## src/sv/kl_pkg.sv

```systemverilog
// Shared types, constants and helper functions of the keyword lexer.
// Used by every module of the block; depends on nothing else.
`default_nettype none

package kl_pkg;

  localparam int NumberWidth = 32;
  localparam int PosWidth    = 16;
  localparam int QueueDepth  = 4;

  localparam logic [7:0] MaxIdent = 8'd254;

  localparam logic [7:0] ChTab = 8'h09;
  localparam logic [7:0] ChLf  = 8'h0A;
  localparam logic [7:0] ChCr  = 8'h0D;

  typedef enum logic [1:0] {
    OP_CHAR = 2'd0,
    OP_EOL  = 2'd1,
    OP_EOI  = 2'd2
  } op_e;

  typedef enum logic [4:0] {
    KIND_LET      = 5'd0,
    KIND_NUMBER   = 5'd1,
    KIND_PLUS     = 5'd2,
    KIND_MINUS    = 5'd3,
    KIND_STAR     = 5'd4,
    KIND_DIVIDE   = 5'd5,
    KIND_ASSIGN   = 5'd6,
    KIND_LPAREN   = 5'd7,
    KIND_RPAREN   = 5'd8,
    KIND_LBRACE   = 5'd9,
    KIND_RBRACE   = 5'd10,
    KIND_COMMA    = 5'd11,
    KIND_COLON    = 5'd12,
    KIND_SEMI     = 5'd13,
    KIND_RETURN   = 5'd14,
    KIND_IDENT    = 5'd15,
    KIND_FUNCTION = 5'd16,
    KIND_EOF      = 5'd17,
    KIND_UNKNOWN  = 5'd18
  } token_kind_e;

  typedef enum logic [2:0] {
    MODE_IDLE    = 3'd0,
    MODE_KEYWORD = 3'd1,
    MODE_SLASH   = 3'd2,
    MODE_COMMENT = 3'd3,
    MODE_NUMBER  = 3'd4,
    MODE_IDENT   = 3'd5
  } lex_mode_e;

  typedef enum logic [1:0] {
    KW_LET      = 2'd0,
    KW_RETURN   = 2'd1,
    KW_FUNCTION = 2'd2
  } kw_cand_e;

  typedef struct packed {
    logic [1:0] op;
    logic [7:0] ch;
  } lex_item_t;

  typedef struct packed {
    token_kind_e               token_kind;
    logic [NumberWidth-1:0]    number_value;
    logic [PosWidth-1:0]       ident_line;
    logic [PosWidth-1:0]       ident_column;
    logic [7:0]                ident_length;
    logic                      ident_too_long;
    logic                      last;
  } lex_token_t;

  // All tokens caused by one input item; tok1 is meaningful only when two is set.
  typedef struct packed {
    lex_token_t tok0;
    lex_token_t tok1;
    logic       two;
  } lex_bundle_t;

  function automatic lex_token_t make_token(token_kind_e kind,
                                            logic [NumberWidth-1:0] num,
                                            logic [PosWidth-1:0] line,
                                            logic [PosWidth-1:0] col,
                                            logic [7:0] len,
                                            logic over);
    lex_token_t t;
    t.token_kind     = kind;
    t.number_value   = num;
    t.ident_line     = line;
    t.ident_column   = col;
    t.ident_length   = len;
    t.ident_too_long = over;
    t.last           = 1'b0;
    return t;
  endfunction

  function automatic lex_token_t plain_token(token_kind_e kind);
    return make_token(kind, '0, '0, '0, 8'd0, 1'b0);
  endfunction

  function automatic logic [3:0] kw_len(kw_cand_e cand);
    logic [3:0] len;
    unique case (cand)
      KW_LET:      len = 4'd3;
      KW_RETURN:   len = 4'd6;
      KW_FUNCTION: len = 4'd8;
      default:     len = 4'd0;
    endcase
    return len;
  endfunction

  function automatic token_kind_e kw_kind(kw_cand_e cand);
    token_kind_e kind;
    unique case (cand)
      KW_LET:      kind = KIND_LET;
      KW_RETURN:   kind = KIND_RETURN;
      KW_FUNCTION: kind = KIND_FUNCTION;
      default:     kind = KIND_UNKNOWN;
    endcase
    return kind;
  endfunction

  // Character of the keyword at position idx; the first character sits in the top byte.
  function automatic logic [7:0] kw_char(kw_cand_e cand, logic [3:0] idx);
    logic [63:0] text;
    logic [63:0] shifted;
    unique case (cand)
      KW_LET:      text = {"let", 40'h0};
      KW_RETURN:   text = {"return", 16'h0};
      KW_FUNCTION: text = "function";
      default:     text = '0;
    endcase
    shifted = text << {idx[2:0], 3'b000};
    return shifted[63:56];
  endfunction

  function automatic token_kind_e symbol_kind(logic [7:0] c);
    token_kind_e kind;
    unique case (c)
      "+":     kind = KIND_PLUS;
      "-":     kind = KIND_MINUS;
      "*":     kind = KIND_STAR;
      "=":     kind = KIND_ASSIGN;
      "(":     kind = KIND_LPAREN;
      ")":     kind = KIND_RPAREN;
      "{":     kind = KIND_LBRACE;
      "}":     kind = KIND_RBRACE;
      ",":     kind = KIND_COMMA;
      ":":     kind = KIND_COLON;
      ";":     kind = KIND_SEMI;
      default: kind = KIND_UNKNOWN;
    endcase
    return kind;
  endfunction

endpackage

`default_nettype wire

```

## src/sv/kl_front.sv

```systemverilog
// Front end of the keyword lexer: the lexer state machine that classifies each
// input item and bundles the tokens it causes. Depends on kl_pkg.
`default_nettype none

module kl_front (
  input  logic                clk_i,
  input  logic                rst_ni,
  input  logic                accept_i,
  input  kl_pkg::lex_item_t   item_i,
  output kl_pkg::lex_bundle_t bundle_o,
  output logic                bundle_valid_o
);
  import kl_pkg::*;

  lex_mode_e              mode_q, mode_d;
  kw_cand_e               cand_q, cand_d;
  logic [3:0]             match_q, match_d;
  logic [NumberWidth-1:0] acc_q, acc_d;
  logic [PosWidth-1:0]    line_q, line_d;
  logic [PosWidth-1:0]    col_q, col_d;
  logic [PosWidth-1:0]    start_q, start_d;
  logic [7:0]             icount_q, icount_d;
  logic                   over_q, over_d;

  logic                   is_char, is_eol, is_eoi;
  logic [7:0]             c;
  logic                   is_blank, is_letter, is_digit, is_word, is_slash, is_kwstart;
  logic                   kw_hit, kw_done, tok_end, fresh, fresh_sym;
  logic [NumberWidth-1:0] acc_next;
  logic                   flush_v;
  lex_token_t             flush_tok;
  logic                   a_v, b_v;
  lex_token_t             tok_a, tok_b;

  assign c = item_i.ch;

  always_comb begin
    is_char = 1'b0;
    is_eol  = 1'b0;
    is_eoi  = 1'b0;
    unique case (item_i.op)
      OP_CHAR: is_char = 1'b1;
      OP_EOL:  is_eol  = 1'b1;
      OP_EOI:  is_eoi  = 1'b1;
      default: ;
    endcase
  end

  assign is_blank   = (c == " ") || (c == ChTab) || (c == ChLf) || (c == ChCr);
  assign is_letter  = ((c >= "a") && (c <= "z")) || ((c >= "A") && (c <= "Z"));
  assign is_digit   = (c >= "0") && (c <= "9");
  assign is_word    = is_letter || is_digit || (c == "_");
  assign is_slash   = (c == "/");
  assign is_kwstart = (c == "l") || (c == "r") || (c == "f");

  assign kw_hit  = (match_q < kw_len(cand_q)) && (c == kw_char(cand_q, match_q));
  assign kw_done = (match_q + 4'd1) >= kw_len(cand_q);

  // Multiply by ten as two shifts and an add, then add the new digit.
  assign acc_next = (acc_q << 3) + (acc_q << 1) + NumberWidth'(c[3:0]);

  always_comb begin
    tok_end = 1'b0;
    unique case (mode_q)
      MODE_KEYWORD: tok_end = !kw_hit && !is_word;
      MODE_IDENT:   tok_end = !is_word;
      MODE_NUMBER:  tok_end = !is_digit;
      MODE_SLASH:   tok_end = !is_slash;
      default:      tok_end = 1'b0;
    endcase
  end

  // A byte that ends a token is lexed again from the idle state.
  assign fresh     = is_char && ((mode_q == MODE_IDLE) || tok_end);
  assign fresh_sym = !is_blank && !is_kwstart && !is_slash && !is_letter && !is_digit;

  // Token that is pending in the current mode, emitted when something ends it.
  always_comb begin
    flush_v   = 1'b1;
    flush_tok = plain_token(KIND_DIVIDE);
    unique case (mode_q)
      MODE_KEYWORD: flush_tok = make_token(KIND_IDENT, '0, line_q, start_q,
                                           {4'b0000, match_q}, 1'b0);
      MODE_IDENT:   flush_tok = make_token(KIND_IDENT, '0, line_q, start_q,
                                           icount_q, over_q);
      MODE_NUMBER:  flush_tok = make_token(KIND_NUMBER, acc_q, '0, '0, 8'd0, 1'b0);
      MODE_SLASH:   flush_tok = plain_token(KIND_DIVIDE);
      default:      flush_v   = 1'b0;
    endcase
  end

  // Next state.
  always_comb begin
    mode_d   = mode_q;
    cand_d   = cand_q;
    match_d  = match_q;
    acc_d    = acc_q;
    line_d   = line_q;
    col_d    = col_q;
    start_d  = start_q;
    icount_d = icount_q;
    over_d   = over_q;
    if (accept_i) begin
      if (is_char) begin
        col_d = col_q + PosWidth'(1);
        unique case (mode_q)
          MODE_KEYWORD: begin
            if (kw_hit) begin
              match_d = match_q + 4'd1;
              if (kw_done) begin
                mode_d = MODE_IDLE;
              end
            end else if (is_word) begin
              // Partial keyword turns into an identifier that keeps growing.
              mode_d   = MODE_IDENT;
              icount_d = {4'b0000, match_q} + 8'd1;
              over_d   = 1'b0;
            end
          end
          MODE_IDENT: begin
            if (is_word) begin
              if (icount_q < MaxIdent) begin
                icount_d = icount_q + 8'd1;
              end else begin
                over_d = 1'b1;
              end
            end
          end
          MODE_NUMBER: begin
            if (is_digit) begin
              acc_d = acc_next;
            end
          end
          MODE_SLASH: begin
            if (is_slash) begin
              mode_d = MODE_COMMENT;
            end
          end
          MODE_COMMENT: begin
            if (c == ChLf) begin
              mode_d = MODE_IDLE;
            end
          end
          default: ;
        endcase
        if (fresh) begin
          mode_d = MODE_IDLE;
          if (is_kwstart) begin
            mode_d  = MODE_KEYWORD;
            cand_d  = (c == "l") ? KW_LET : ((c == "r") ? KW_RETURN : KW_FUNCTION);
            match_d = 4'd1;
            start_d = col_q;
          end else if (is_slash) begin
            mode_d = MODE_SLASH;
          end else if (is_letter) begin
            mode_d   = MODE_IDENT;
            icount_d = 8'd1;
            over_d   = 1'b0;
            start_d  = col_q;
          end else if (is_digit) begin
            mode_d = MODE_NUMBER;
            acc_d  = NumberWidth'(c[3:0]);
          end
        end
      end else if (is_eol) begin
        mode_d = MODE_IDLE;
        line_d = line_q + PosWidth'(1);
        col_d  = '0;
      end else if (is_eoi) begin
        mode_d = MODE_IDLE;
        line_d = '0;
        col_d  = '0;
      end
    end
  end

  // Tokens: at most one that closes the current token, then at most one more.
  always_comb begin
    a_v   = 1'b0;
    tok_a = flush_tok;
    b_v   = 1'b0;
    tok_b = plain_token(symbol_kind(c));
    if (is_char) begin
      if ((mode_q == MODE_KEYWORD) && kw_hit && kw_done) begin
        a_v   = 1'b1;
        tok_a = plain_token(kw_kind(cand_q));
      end else if (tok_end) begin
        a_v = flush_v;
      end
      b_v = fresh && fresh_sym;
    end else if (is_eol) begin
      a_v = flush_v;
    end else if (is_eoi) begin
      a_v   = flush_v;
      b_v   = 1'b1;
      tok_b = plain_token(KIND_EOF);
    end
  end

  always_comb begin
    bundle_o.two       = a_v && b_v;
    bundle_o.tok0      = a_v ? tok_a : tok_b;
    bundle_o.tok0.last = !(a_v && b_v);
    bundle_o.tok1      = tok_b;
    bundle_o.tok1.last = 1'b1;
  end

  assign bundle_valid_o = accept_i && (a_v || b_v);

  always_ff @(posedge clk_i or negedge rst_ni) begin
    if (!rst_ni) begin
      mode_q   <= MODE_IDLE;
      cand_q   <= KW_LET;
      match_q  <= 4'd0;
      acc_q    <= '0;
      line_q   <= '0;
      col_q    <= '0;
      start_q  <= '0;
      icount_q <= 8'd0;
      over_q   <= 1'b0;
    end else begin
      mode_q   <= mode_d;
      cand_q   <= cand_d;
      match_q  <= match_d;
      acc_q    <= acc_d;
      line_q   <= line_d;
      col_q    <= col_d;
      start_q  <= start_d;
      icount_q <= icount_d;
      over_q   <= over_d;
    end
  end

endmodule

`default_nettype wire

```

## src/sv/kl_queue.sv

```systemverilog
// Bundle queue between the lexer front end and the token output stage.
// Depends on kl_pkg for the bundle type.
`default_nettype none

module kl_queue #(
  parameter int Depth = kl_pkg::QueueDepth
) (
  input  logic                clk_i,
  input  logic                rst_ni,
  input  logic                wr_en_i,
  input  kl_pkg::lex_bundle_t wr_data_i,
  output logic                full_o,
  input  logic                rd_en_i,
  output kl_pkg::lex_bundle_t rd_data_o,
  output logic                rd_valid_o
);
  import kl_pkg::*;

  localparam int PtrW = $clog2(Depth);
  localparam int CntW = $clog2(Depth + 1);

  lex_bundle_t     mem_q [Depth];
  logic [PtrW-1:0] wr_ptr_q, wr_ptr_d;
  logic [PtrW-1:0] rd_ptr_q, rd_ptr_d;
  logic [CntW-1:0] count_q, count_d;

  assign full_o     = (count_q == CntW'(Depth));
  assign rd_valid_o = (count_q != '0);
  assign rd_data_o  = mem_q[rd_ptr_q];

  always_comb begin
    wr_ptr_d = wr_ptr_q;
    rd_ptr_d = rd_ptr_q;
    count_d  = count_q;
    if (wr_en_i) begin
      wr_ptr_d = (wr_ptr_q == PtrW'(Depth - 1)) ? '0 : wr_ptr_q + PtrW'(1);
    end
    if (rd_en_i) begin
      rd_ptr_d = (rd_ptr_q == PtrW'(Depth - 1)) ? '0 : rd_ptr_q + PtrW'(1);
    end
    case ({wr_en_i, rd_en_i})
      2'b10:   count_d = count_q + CntW'(1);
      2'b01:   count_d = count_q - CntW'(1);
      default: count_d = count_q;
    endcase
  end

  always_ff @(posedge clk_i) begin
    if (wr_en_i) begin
      mem_q[wr_ptr_q] <= wr_data_i;
    end
  end

  always_ff @(posedge clk_i or negedge rst_ni) begin
    if (!rst_ni) begin
      wr_ptr_q <= '0;
      rd_ptr_q <= '0;
      count_q  <= '0;
    end else begin
      wr_ptr_q <= wr_ptr_d;
      rd_ptr_q <= rd_ptr_d;
      count_q  <= count_d;
    end
  end

endmodule

`default_nettype wire

```

## src/sv/kl_back.sv

```systemverilog
// Token output stage: presents the tokens of the oldest queued bundle one per
// transfer and releases the bundle after its last token. Depends on kl_pkg.
`default_nettype none

module kl_back (
  input  logic                clk_i,
  input  logic                rst_ni,
  input  kl_pkg::lex_bundle_t head_i,
  input  logic                head_valid_i,
  output logic                head_release_o,
  input  logic                pop,
  output logic                empty,
  output kl_pkg::lex_token_t  token_o
);
  import kl_pkg::*;

  logic sel_q, sel_d;
  logic take;

  assign empty   = !head_valid_i;
  assign token_o = sel_q ? head_i.tok1 : head_i.tok0;
  assign take    = pop && head_valid_i;

  // The bundle leaves the queue once its final token is transferred.
  assign head_release_o = take && (sel_q || !head_i.two);

  always_comb begin
    sel_d = sel_q;
    if (take) begin
      sel_d = !sel_q && head_i.two;
    end
  end

  always_ff @(posedge clk_i or negedge rst_ni) begin
    if (!rst_ni) begin
      sel_q <= 1'b0;
    end else begin
      sel_q <= sel_d;
    end
  end

endmodule

`default_nettype wire

```

## src/sv/keyword_lexer.sv

```systemverilog
// Top level of the keyword lexer: front end, bundle queue and output stage.
// Depends on kl_pkg, kl_front, kl_queue and kl_back.
//
// Usage: the source stream enters as items on item_i (op: character, end of
// line or end of input; ch: the byte). An item is transferred at a clock edge
// with push high and full low. Tokens leave on token_o in order; a token is
// valid while empty is low and is transferred at an edge with pop high.
// The tokens caused by an item are registered in the queue at the item's
// transfer and visible once their bundle reaches the queue head. Throughput:
// one item per cycle while full is low. Each item causes zero, one or two
// tokens, kept together in one queue entry, so a two-token item needs two pops.
// Stalls: when the receiver stops popping, up to QueueDepth items that cause
// tokens are buffered; full then rises until a bundle is drained. While full
// is high no item is accepted, including one that would cause no token.
// Reset: an asynchronous low rst_ni empties the queue, returns the lexer to
// idle and sets the line and column counters to zero.
`default_nettype none

module keyword_lexer #(
  parameter int QueueDepth = kl_pkg::QueueDepth
) (
  input  logic               clk_i,
  input  logic               rst_ni,
  input  logic               push,
  output logic               full,
  input  kl_pkg::lex_item_t  item_i,
  output logic               empty,
  input  logic               pop,
  output kl_pkg::lex_token_t token_o
);
  import kl_pkg::*;

  logic        accept;
  lex_bundle_t bundle;
  logic        bundle_valid;
  lex_bundle_t head;
  logic        head_valid;
  logic        head_release;

  assign accept = push && !full;

  kl_front u_front (
    .clk_i          (clk_i),
    .rst_ni         (rst_ni),
    .accept_i       (accept),
    .item_i         (item_i),
    .bundle_o       (bundle),
    .bundle_valid_o (bundle_valid)
  );

  kl_queue #(
    .Depth (QueueDepth)
  ) u_queue (
    .clk_i      (clk_i),
    .rst_ni     (rst_ni),
    .wr_en_i    (bundle_valid),
    .wr_data_i  (bundle),
    .full_o     (full),
    .rd_en_i    (head_release),
    .rd_data_o  (head),
    .rd_valid_o (head_valid)
  );

  kl_back u_back (
    .clk_i          (clk_i),
    .rst_ni         (rst_ni),
    .head_i         (head),
    .head_valid_i   (head_valid),
    .head_release_o (head_release),
    .pop            (pop),
    .empty          (empty),
    .token_o        (token_o)
  );

endmodule

`default_nettype wire

```

## config.mk

```make
export PLATFORM = sky130hd
export DESIGN_NAME = keyword_lexer
export DESIGN_NICKNAME = d
export VERILOG_FILES = /design/src/sv/kl_pkg.sv /design/src/sv/kl_front.sv /design/src/sv/kl_queue.sv /design/src/sv/kl_back.sv /design/src/sv/keyword_lexer.sv
export SDC_FILE = /design/constraint.sdc
export NUM_CORES = 1
export LEC_CHECK = 0
export ABC_AREA = 1
export BUFFER_PORTS_ARGS = -buffer_cell sky130_fd_sc_hd__buf_4
export CORE_ASPECT_RATIO = 0.8
export CORE_MARGIN = 2
export CORE_UTILIZATION = 35
export CTS_CLUSTER_SIZE = 14
export DETAILED_ROUTE_END_ITERATION = 7
export PLACE_DENSITY = 0.6
export SYNTH_ARGS = -nofsm -noshare
export SYNTH_HDL_FRONTEND = slang
export SYNTH_SLANG_ARGS = --single-unit
```

## constraint.sdc

```tcl
create_clock -name clk_i -period 6.9 [get_ports clk_i]
set_input_delay 0.69 -clock clk_i [delete_from_list [all_inputs] [get_ports clk_i]]
set_output_delay 0.69 -clock clk_i [all_outputs]
set_load 0.005 [all_outputs]
```

==> results of run 1 <==
[sequential cells by signal, summed over array words and instances (netlist names)]
name	cells
u_back.sel_q	1
u_front.acc_q	32
u_front.cand_q	2
u_front.col_q	16
u_front.icount_q	8
u_front.line_q	16
u_front.match_q	4
u_front.mode_q	3
u_front.over_q	1
u_front.start_q	16
u_queue.count_q	3
u_queue.mem_q	340
u_queue.rd_ptr_q	2
u_queue.wr_ptr_q	2
[final cells by class]
type / count / area (sq um) / area share (%)
Tap cell: 850 / 1060 / 4.12
Clock buffer: 60 / 1280 / 4.94
Multi-Input combinational cell: 1686 / 8620 / 33.4
Timing Repair Buffer: 114 / 881 / 3.41
Inverter: 214 / 806 / 3.12
Clock inverter: 30 / 305 / 1.18
Sequential cell: 446 / 12900 / 49.8
[worst max-delay path: cells and delay by family, from the launching register on]
kind | cells | cell delay, ns
simple gates | 1 | 0.06
compound gates | 3 | 1.00
flops | 1 | 0.78
buf+inv | 3 | 1.72
[report_power, final]
group          internal [mW]  switching [mW]
logic                   1.40            2.79
registers               3.34           0.324
clock network           1.51            1.06
[cell usage in the layout (no fill, tap or decap), types with 4 or more instances in the layout]
cell type and instances:
o211ai_1 32, a21oi_1 142, a21o_1 4, xnor2_1 8, dfrtp_1 103, nand3_1 92
nand2_2 4, buf_4 112, ha_1 86, bufinv_16 5, nor2_4 8, nor2_1 463
nor3_1 87, xor2_1 13, nor4_1 5, o21a_1 5, inv_2 8, o21ai_0 309
o22ai_1 16, edfxtp_1 340, inv_1 204, and3_1 5, nand4_1 15, nor3_2 4
clkbuf_16 48, clkinv_2 5, a22oi_1 5, clkinv_1 14, a31oi_1 10, or2_2 6
o21bai_1 7, nand2_1 325, nor3b_1 4, clkbuf_1 9
[layer usage]
| metal | vias to the layer above | track usage, % | wire, microns |
|---|---|---|---|
| met5 | - | 0 | 0 |
| met2 | 569 | 26.8 | 26100 |
| li1 | 8553 | - | - |
| met3 | 71 | 2.76 | 4410 |
| met4 | 0 | 4.49 | 986 |
| met1 | 8488 | 29.5 | 31100 |
[metrics by stage]
stage               cells  utilization (%)  instance area, sq um  hold slack (ns)
CTS                  3400             40.2                 25800            0.260
finish               3400             40.2                 25800            0.235
global placement     3310             37.8                 24200            0.464
detailed placement   3310             37.8                 24200            0.470
floorplan            2458                -                 22700            0.394
global route         3400             40.2                 25800            0.301
[cell usage after synthesis (6+ instances only)]
library cell,number,area (sq um)
nand3_1,92,460
o21bai_1,7,52.6
ha_1,86,1080
a31oi_1,10,62.6
nand2_1,325,1220
inv_1,205,769
xor2_1,13,114
o211ai_1,32,240
nor2_1,468,1760
o22ai_1,16,100
clkbuf_1,78,293
buf_2,14,70.1
xnor2_1,8,70.1
nor3_1,87,435
edfxtp_1,340,10200
a21oi_1,142,711
inv_2,7,26.3
buf_1,16,60.1
o21ai_0,309,1550
dfrtp_1,106,2650
or2_2,6,37.5
nand4_1,15,93.8
[path summary, 6_finish.rpt]
| kind | to | slack [ns] | depth (start not counted) |
|---|---|---|---|
| worst max-delay path | token_o[78] | 1.95 | 7 |
| worst min-delay path | u_front.acc_q[22]$_DFFE_PN0P_ | 0.23 | 1 |
| min in group clk_i | u_front.start_q[2]$_DFFE_PN0P_ | 0.49 | 2 |
| worst max register to register | u_queue.mem_q[3][142]$_DFFE_PP_ | 2.56 | 23 |
| max in group asynchronous | u_front.start_q[10]$_DFFE_PN0P_ | 5.50 | 2 |
| worst min register to register | u_front.start_q[2]$_DFFE_PN0P_ | 0.49 | 2 |
[cells by family (layout without fill, tap and decap cells)]
group | Yosys count | in the layout | share of synthesized area [%]
AND/OR/NAND/NOR | 1025 | 1025 | 18.7
adder cells (fa/ha/maj) | 89 | 89 | 5.00
AO/OA/AOI/OAI | 548 | 548 | 13.1
flip-flops | 446 | 446 | 56.7
multiplexers | 3 | 3 | 0.132
buffers and inverters | 326 | 418 | 5.57
XOR/XNOR | 21 | 21 | 0.810
==> results, run 1 <==
- The pre-antenna-repair detailed-routing pass consisted of 6 iterations.
- Setup repair after global routing left no endpoint under its margin.
- The top achievable clock speed is 0.202 GHz.
- After legalization and detailed placement, the total HPWL measured 40.9 mm.
- The detailed router finished its first iteration with 1587 violations.
- The total overflow left after global routing is 0.
- The pin count of the biggest net entering global routing is 99.
- At the pin with the least slew margin, the transition time is 1.21 ns.
- The die footprint is 66900 sq um.
- The worst flop-to-flop path startpoint is u_front.cand_q[0]$_DFFE_PN0P_.
- The signal on the critical path passes through inv_4, buf_4, o21ai_0, o22ai_1, nor2_1, a31oi_1, buf_4.
- The worst hold path belongs to the class in2async.
- The total global routing track utilization is 18.7%.
- Across the run, the number of max-cap violations was 0.
- The number of buffers inserted by port buffering is 94.
- In this design, the critical path's most frequently occurring cell is buf_4.
- Setup slack on the critical path of the routed design comes to 1.95 ns.
- The worst setup path is launched from a flip-flop.
- Clock-pin slew was measured on the worst setup and hold paths at 0.06 ns.
- Counting every instance in the synthesized netlist gives 2458.
- The final layout contains 2613 nets.
- In this run the count of I/O pins placed on the die edge is 95.
- The number of setup buffers added after CTS is 0.
- CTS saw 446 sinks.
- Clock skew on the completed layout was measured at 0.0175 ns.
- The number of antenna violations at the first check in global routing is 0.
- The number of global-route vias before repair came to 16800.
- The post-detailed-route via-to-cell ratio is 5.20.
- The final critical delay including setup and external delays is 4.95 ns.
- STA classifies the critical path endpoint as a primary output.
- 0 antenna diodes ended up in the layout.
- The total of endpoints with negative setup slack in the final report is 0.
- TritonCTS built the clock tree.
- Measured along the x axis, the die boundary spans 289 microns.
- The synthesized design contains 446 register bits.
- The count of hold buffers inserted by post-cts repair is 0.
- The flow ran to the end, and the final reports show no timing, DRC or antenna violations.
- The share of the clock period used by the worst path after layout is 71.7%.
- The most used flip-flop cell after synthesis is edfxtp_1.
- The leakage power is 10.2 nW.
- The fraction of final layout cells with drive strength greater than 1 is 8.82%.
- The count of cell types in the netlist is 50.
- The first-pass GRT wire length is 97.8 mm.
- Tracing the worst setup path back leads to its startpoint at u_queue.rd_ptr_q[0]$_DFFE_PN0P_.
- The number of nets produced by synthesis is 2561.
- The highest ir drop seen on vdd is 0.261 mV.
- The detail route stage leaves a number of antenna-violating nets equal to 0.
- The maximum clock insertion buffer count is 3.
- The number of synthesized flops with an enable pin is 340.
- The H-tree generated during clock tree synthesis spans 2 levels.
- The die is 232 microns tall.
- The post-route setup TNS is 0 ns.
- The wire length after detailed routing is 62.6 mm.
- Sequential elements use 56.7% of the synthesized area.
- The source-to-sink clock delay at the later pin of the worst-skew pair is 0.60 ns.
- Total power for the finished layout comes to 10.4 mW.
- The number of max-slew violations in the final report is 0.
- The cell area power density is 404 nW/um^2.
- The floorplan has 83 rows.
- The slowest stage of the critical path belongs to the cell dfrtp_4.
- After detailed routing, the number of remaining DRC violations is 0.
- The layout filler cell count is 6328.
- At the end of routability-driven placement, the weighted congestion stood at 0.892.
- Across all layers, the routed design uses 17700 vias.
- The average wire per standard cell is 18.4 microns.
- After synthesis, the share of flip-flops with an asynchronous set or reset is 23.8%.
- The core outline area is 64200 sq um.
- The number of buffers inserted during clock tree synthesis is 48.
- The cell area after technology mapping is 22700 sq um.
- The number of hold-slack violations in the final timing report was 0.
- For the worst setup path, the data arrival time is 4.26 ns.
- The highest cell delay on the worst timing path is 0.78 ns.
- The headroom to the max-slew limit is 19.1%.
- The critical path start-end classification is reg2out.
- The area growth from synthesis to layout is 13.7%.
- The post-cts resize count is 0.
- Yosys printed 0 warnings.
- At the worst endpoint, the required time is 6.21 ns.
- The initial standard-cell utilization of the core is 35.4%.
- Before CTS, the worst setup slack after placement is 2.32 ns.
- Clock tree synthesis selected as its root buffer the cell clkbuf_16.
- The mean instance size in the synthesized netlist is 9.24 sq um.
- Of all nets on the critical path, the largest fanout is 87.
(Power assumes the default switching activity.)
==> run 2: changes to the inputs <==
- clock period: 6.9 -> 4.15 ns (I/O delays scaled with it)
==> run 2 against run 1 <==
Critical path depth is 15 higher. Critical path type is now reg2reg. Sequential cell count stayed put. Sequential power grew 66%. Cell area up 2.2%. Core utilization grew 0.90 points. Global-route usage down 0.14 points. Power grew 69%.
==> results, run 2 (synthesis gave the netlist of run 1 again) <==
- The fraction of final layout cells with drive strength greater than 1 is 10.9%.
- The number of global-route vias before repair is 17000.
- The tree is rooted in a clkbuf_16.
- The flow ran to the end, and the final reports show no timing, DRC or antenna violations.
- The post-detailed-route via-to-cell ratio is 5.21.
- The number of clock buffers added by TritonCTS is 47.
- The required time of the worst setup path is 4.44 ns.
- Of all nets on the critical path, the largest fanout is 72.
- The final route contains 17900 vias.
- The initial standard-cell utilization of the core is 35.4%.
- The tool flagged a number of max-cap violations equal to 0.
- After detailed placement, the design holds a cell count of 3347.
- Entering global routing, the biggest net connects 123 pins.
- The placed wire-length estimate after detailed placement is 42.9 mm.
- The count of antenna-violating nets left after detailed routing is 0.
- 95 I/O pins were placed.
- The placer's final routability congestion estimate is 0.922.
- Setup repair after global routing left no endpoint under its margin.
- The register containing the most flip-flops in the final layout is u_queue.mem_q.
- On the critical path, the stage with the largest delay is an instance of nor3_1.
- Clock-pin slew was measured on the worst setup and hold paths at 0.06 ns.
- In this run the most critical hold path is launched from item_i[2].
- For the pin with the worst max-slew slack, the measured transition is 0.889 ns.
- On the final layout, the worst clock skew is 0.0228 ns.
- The largest registers in the layout are u_queue.mem_q: 340 flops, u_front.acc_q: 32 flops.
- The height of the die is 232 microns.
- The total global routing track utilization is 18.6%.
- The register with the most flip-flops in the layout has 340 of them.
- The leakage power is 10.5 nW.
- The die footprint is 66900 sq um.
- The type of destination of the critical path is a flip-flop.
- The maximum clock insertion buffer count is 3.
- The start point of the critical path is u_front.cand_q[1]$_DFFE_PN0P_.
- Setup violations remaining at the end of the flow were counted as 0.
- For this run, the detailed router's first-pass iteration total came to 5.
- The layout filler cell count is 6300.
- The final critical delay including setup and external delays is 3.84 ns.
- The commonest non-fill, non-tap cell in the layout is nor2_1.
- The highest cell delay on the worst timing path is 0.62 ns.
- The share of the clock period used by the worst path after layout is 92.5%.
- Leaving out fill and tap cells, the most frequent cells in the layout are nor2_1 (463), edfxtp_1 (340), nand2_1 (323), o21ai_0 (309), inv_1 (203).
- After routing, the total negative slack on setup checks comes to 0 ns.
- For this run, the top clock speed supported by timing is 0.260 GHz.
- The net total in the final layout is 2656.
- Walking the worst path, the cells encountered are inv_1, ha_1, or2_4, nand2_2, ha_1, nand2_1, nand2_1, nand2_1, nand2_1, nand2_1, nand2_1, nor2_1, nand2_1, nor2_1, nand2_2, nor2_4, nand2_2, nand2_2, a21oi_4, buf_4, buf_12, nor3_1.
- Headroom to the max-slew limit came out at 40.1%.
- The critical path start-end classification is reg2reg.
- The worst setup path is launched from a flip-flop.
- The sequential cell area in the final layout is 12900 sq um.
- In this run, the number of DRC markers left after iteration 0 of detailed routing was 1754.
- The signed area change from the synthesized netlist to the final layout is 16.3%.
- The worst register-to-register path begins at u_front.cand_q[1]$_DFFE_PN0P_.
- For this design the ratio of total power to cell area is 669 nW/um^2.
- The number of sinks driven by the clock tree is 446.
- Across the VDD grid, the largest voltage drop is 0.366 mV.
- The final cell count without fillers is 3442.
- The number of max-slew violations in the final report is 0.
- The depth of the CTS H-tree is 2.
- Measured along the x axis, the die boundary spans 289 microns.
- The number of hold-slack violations in the final timing report came to 0.
- The wire length after detailed routing is 62.9 mm.
- After detailed routing, the average wire length per cell comes to 18.3 microns.
- The floorplan step defined a core boundary enclosing 64200 sq um.
- The number of antenna violations at the first check in global routing is 0.
- The most numerous cell on the critical path is nand2_1.
- The initialized floorplan defines 83 standard-cell rows.
- TritonCTS built the clock tree.
- The number of antenna diodes in the final layout is 0.
- The aggregate global routing overflow is 0.
- The total area of multi-input combinational cells is 8630 sq um.
- Clock latency on the worst-skew pair, taken at its later pin, is 0.60 ns.
- The final routed DRC violation total is 0.
- The class of the worst hold path is in2reg.
- The first-pass GRT wire length is 97.9 mm.
- In this run the tool buffered the top-level ports with 94 buffer cells.
- For the worst setup path, the data arrival time is 4.13 ns.
-- run 2: report_power, final --
group          switching (mW)  internal [mW]  total [mW]
Combinational            4.65           2.51        7.16
Sequential              0.513           5.55        6.06
Clock                    1.83           2.60        4.42
-- run 2: through the flow --
step / cell area (sq um) / utilization, % / power [mW] / worst slack (ns) / hold slack [ns]
6_report: 26400 / 41.1 / 17.6 / 0.311 / 0.262
5_1_grt: 26400 / 41.1 / 18.8 / 0.0252 / 0.276
4_1_cts: 26300 / 41.0 / 17.7 / 0.201 / 0.237
3_5_place_dp: 24700 / 38.5 / 13.2 / 0.226 / 0.477
3_3_place_gp: 24700 / 38.5 / 13.2 / 0.167 / 0.460
2_1_floorplan: 22700 / - / 10.4 / 0.0285 / 0.119
-- run 2: per-layer routing --
layer  up-vias  global-route usage (%)  routed length, microns
met2       532                    27.4                   27000
met1      8699                    28.5                   31100
met5         -                       0                       0
met4         0                    4.19                    1010
li1       8639                       -                       -
met3        70                    2.95                    3880
-- run 2: final timing paths --
path | depth (start not counted) | endpoint | slack, ns
setup / recovery | 22 | u_queue.mem_q[3][146]$_DFFE_PP_ | 0.31
hold / removal | 4 | u_front.cand_q[0]$_DFFE_PN0P_ | 0.26
setup reg to reg | 22 | u_queue.mem_q[3][146]$_DFFE_PP_ | 0.31
hold reg to reg | 1 | u_queue.count_q[0]$_DFFE_PN0P_ | 0.49
max in group asynchronous | 3 | u_front.acc_q[11]$_DFFE_PN0P_ | 2.90
min in group asynchronous | 2 | u_front.start_q[2]$_DFFE_PN0P_ | 0.45
-- run 2: layout make-up --
cell class | count | area share, %
inverters | 214 | 3.05
flip-flops and latches | 446 | 48.8
multi-input cells | 1686 | 32.7
well taps | 850 | 4.03
clock inverters | 32 | 1.36
clock buffers | 56 | 4.85
repair buffers | 158 | 5.26
-- run 2: what timing repair did --
action                                  CTS  global route
hold buffers                              1             0
endpoints found under the setup margin    0            28
buffers inserted                          0             6
resized for setup                         0             1
endpoints found under the hold margin    51             0
-- run 2: worst max-delay path, delay by kind of cell (launching register included) --
family          cells  cell delay, ns
fa+ha+maj           2            0.47
buf+inv             3            0.48
compound gates      1            0.04
simple gates       16            2.14
flops               1            0.40
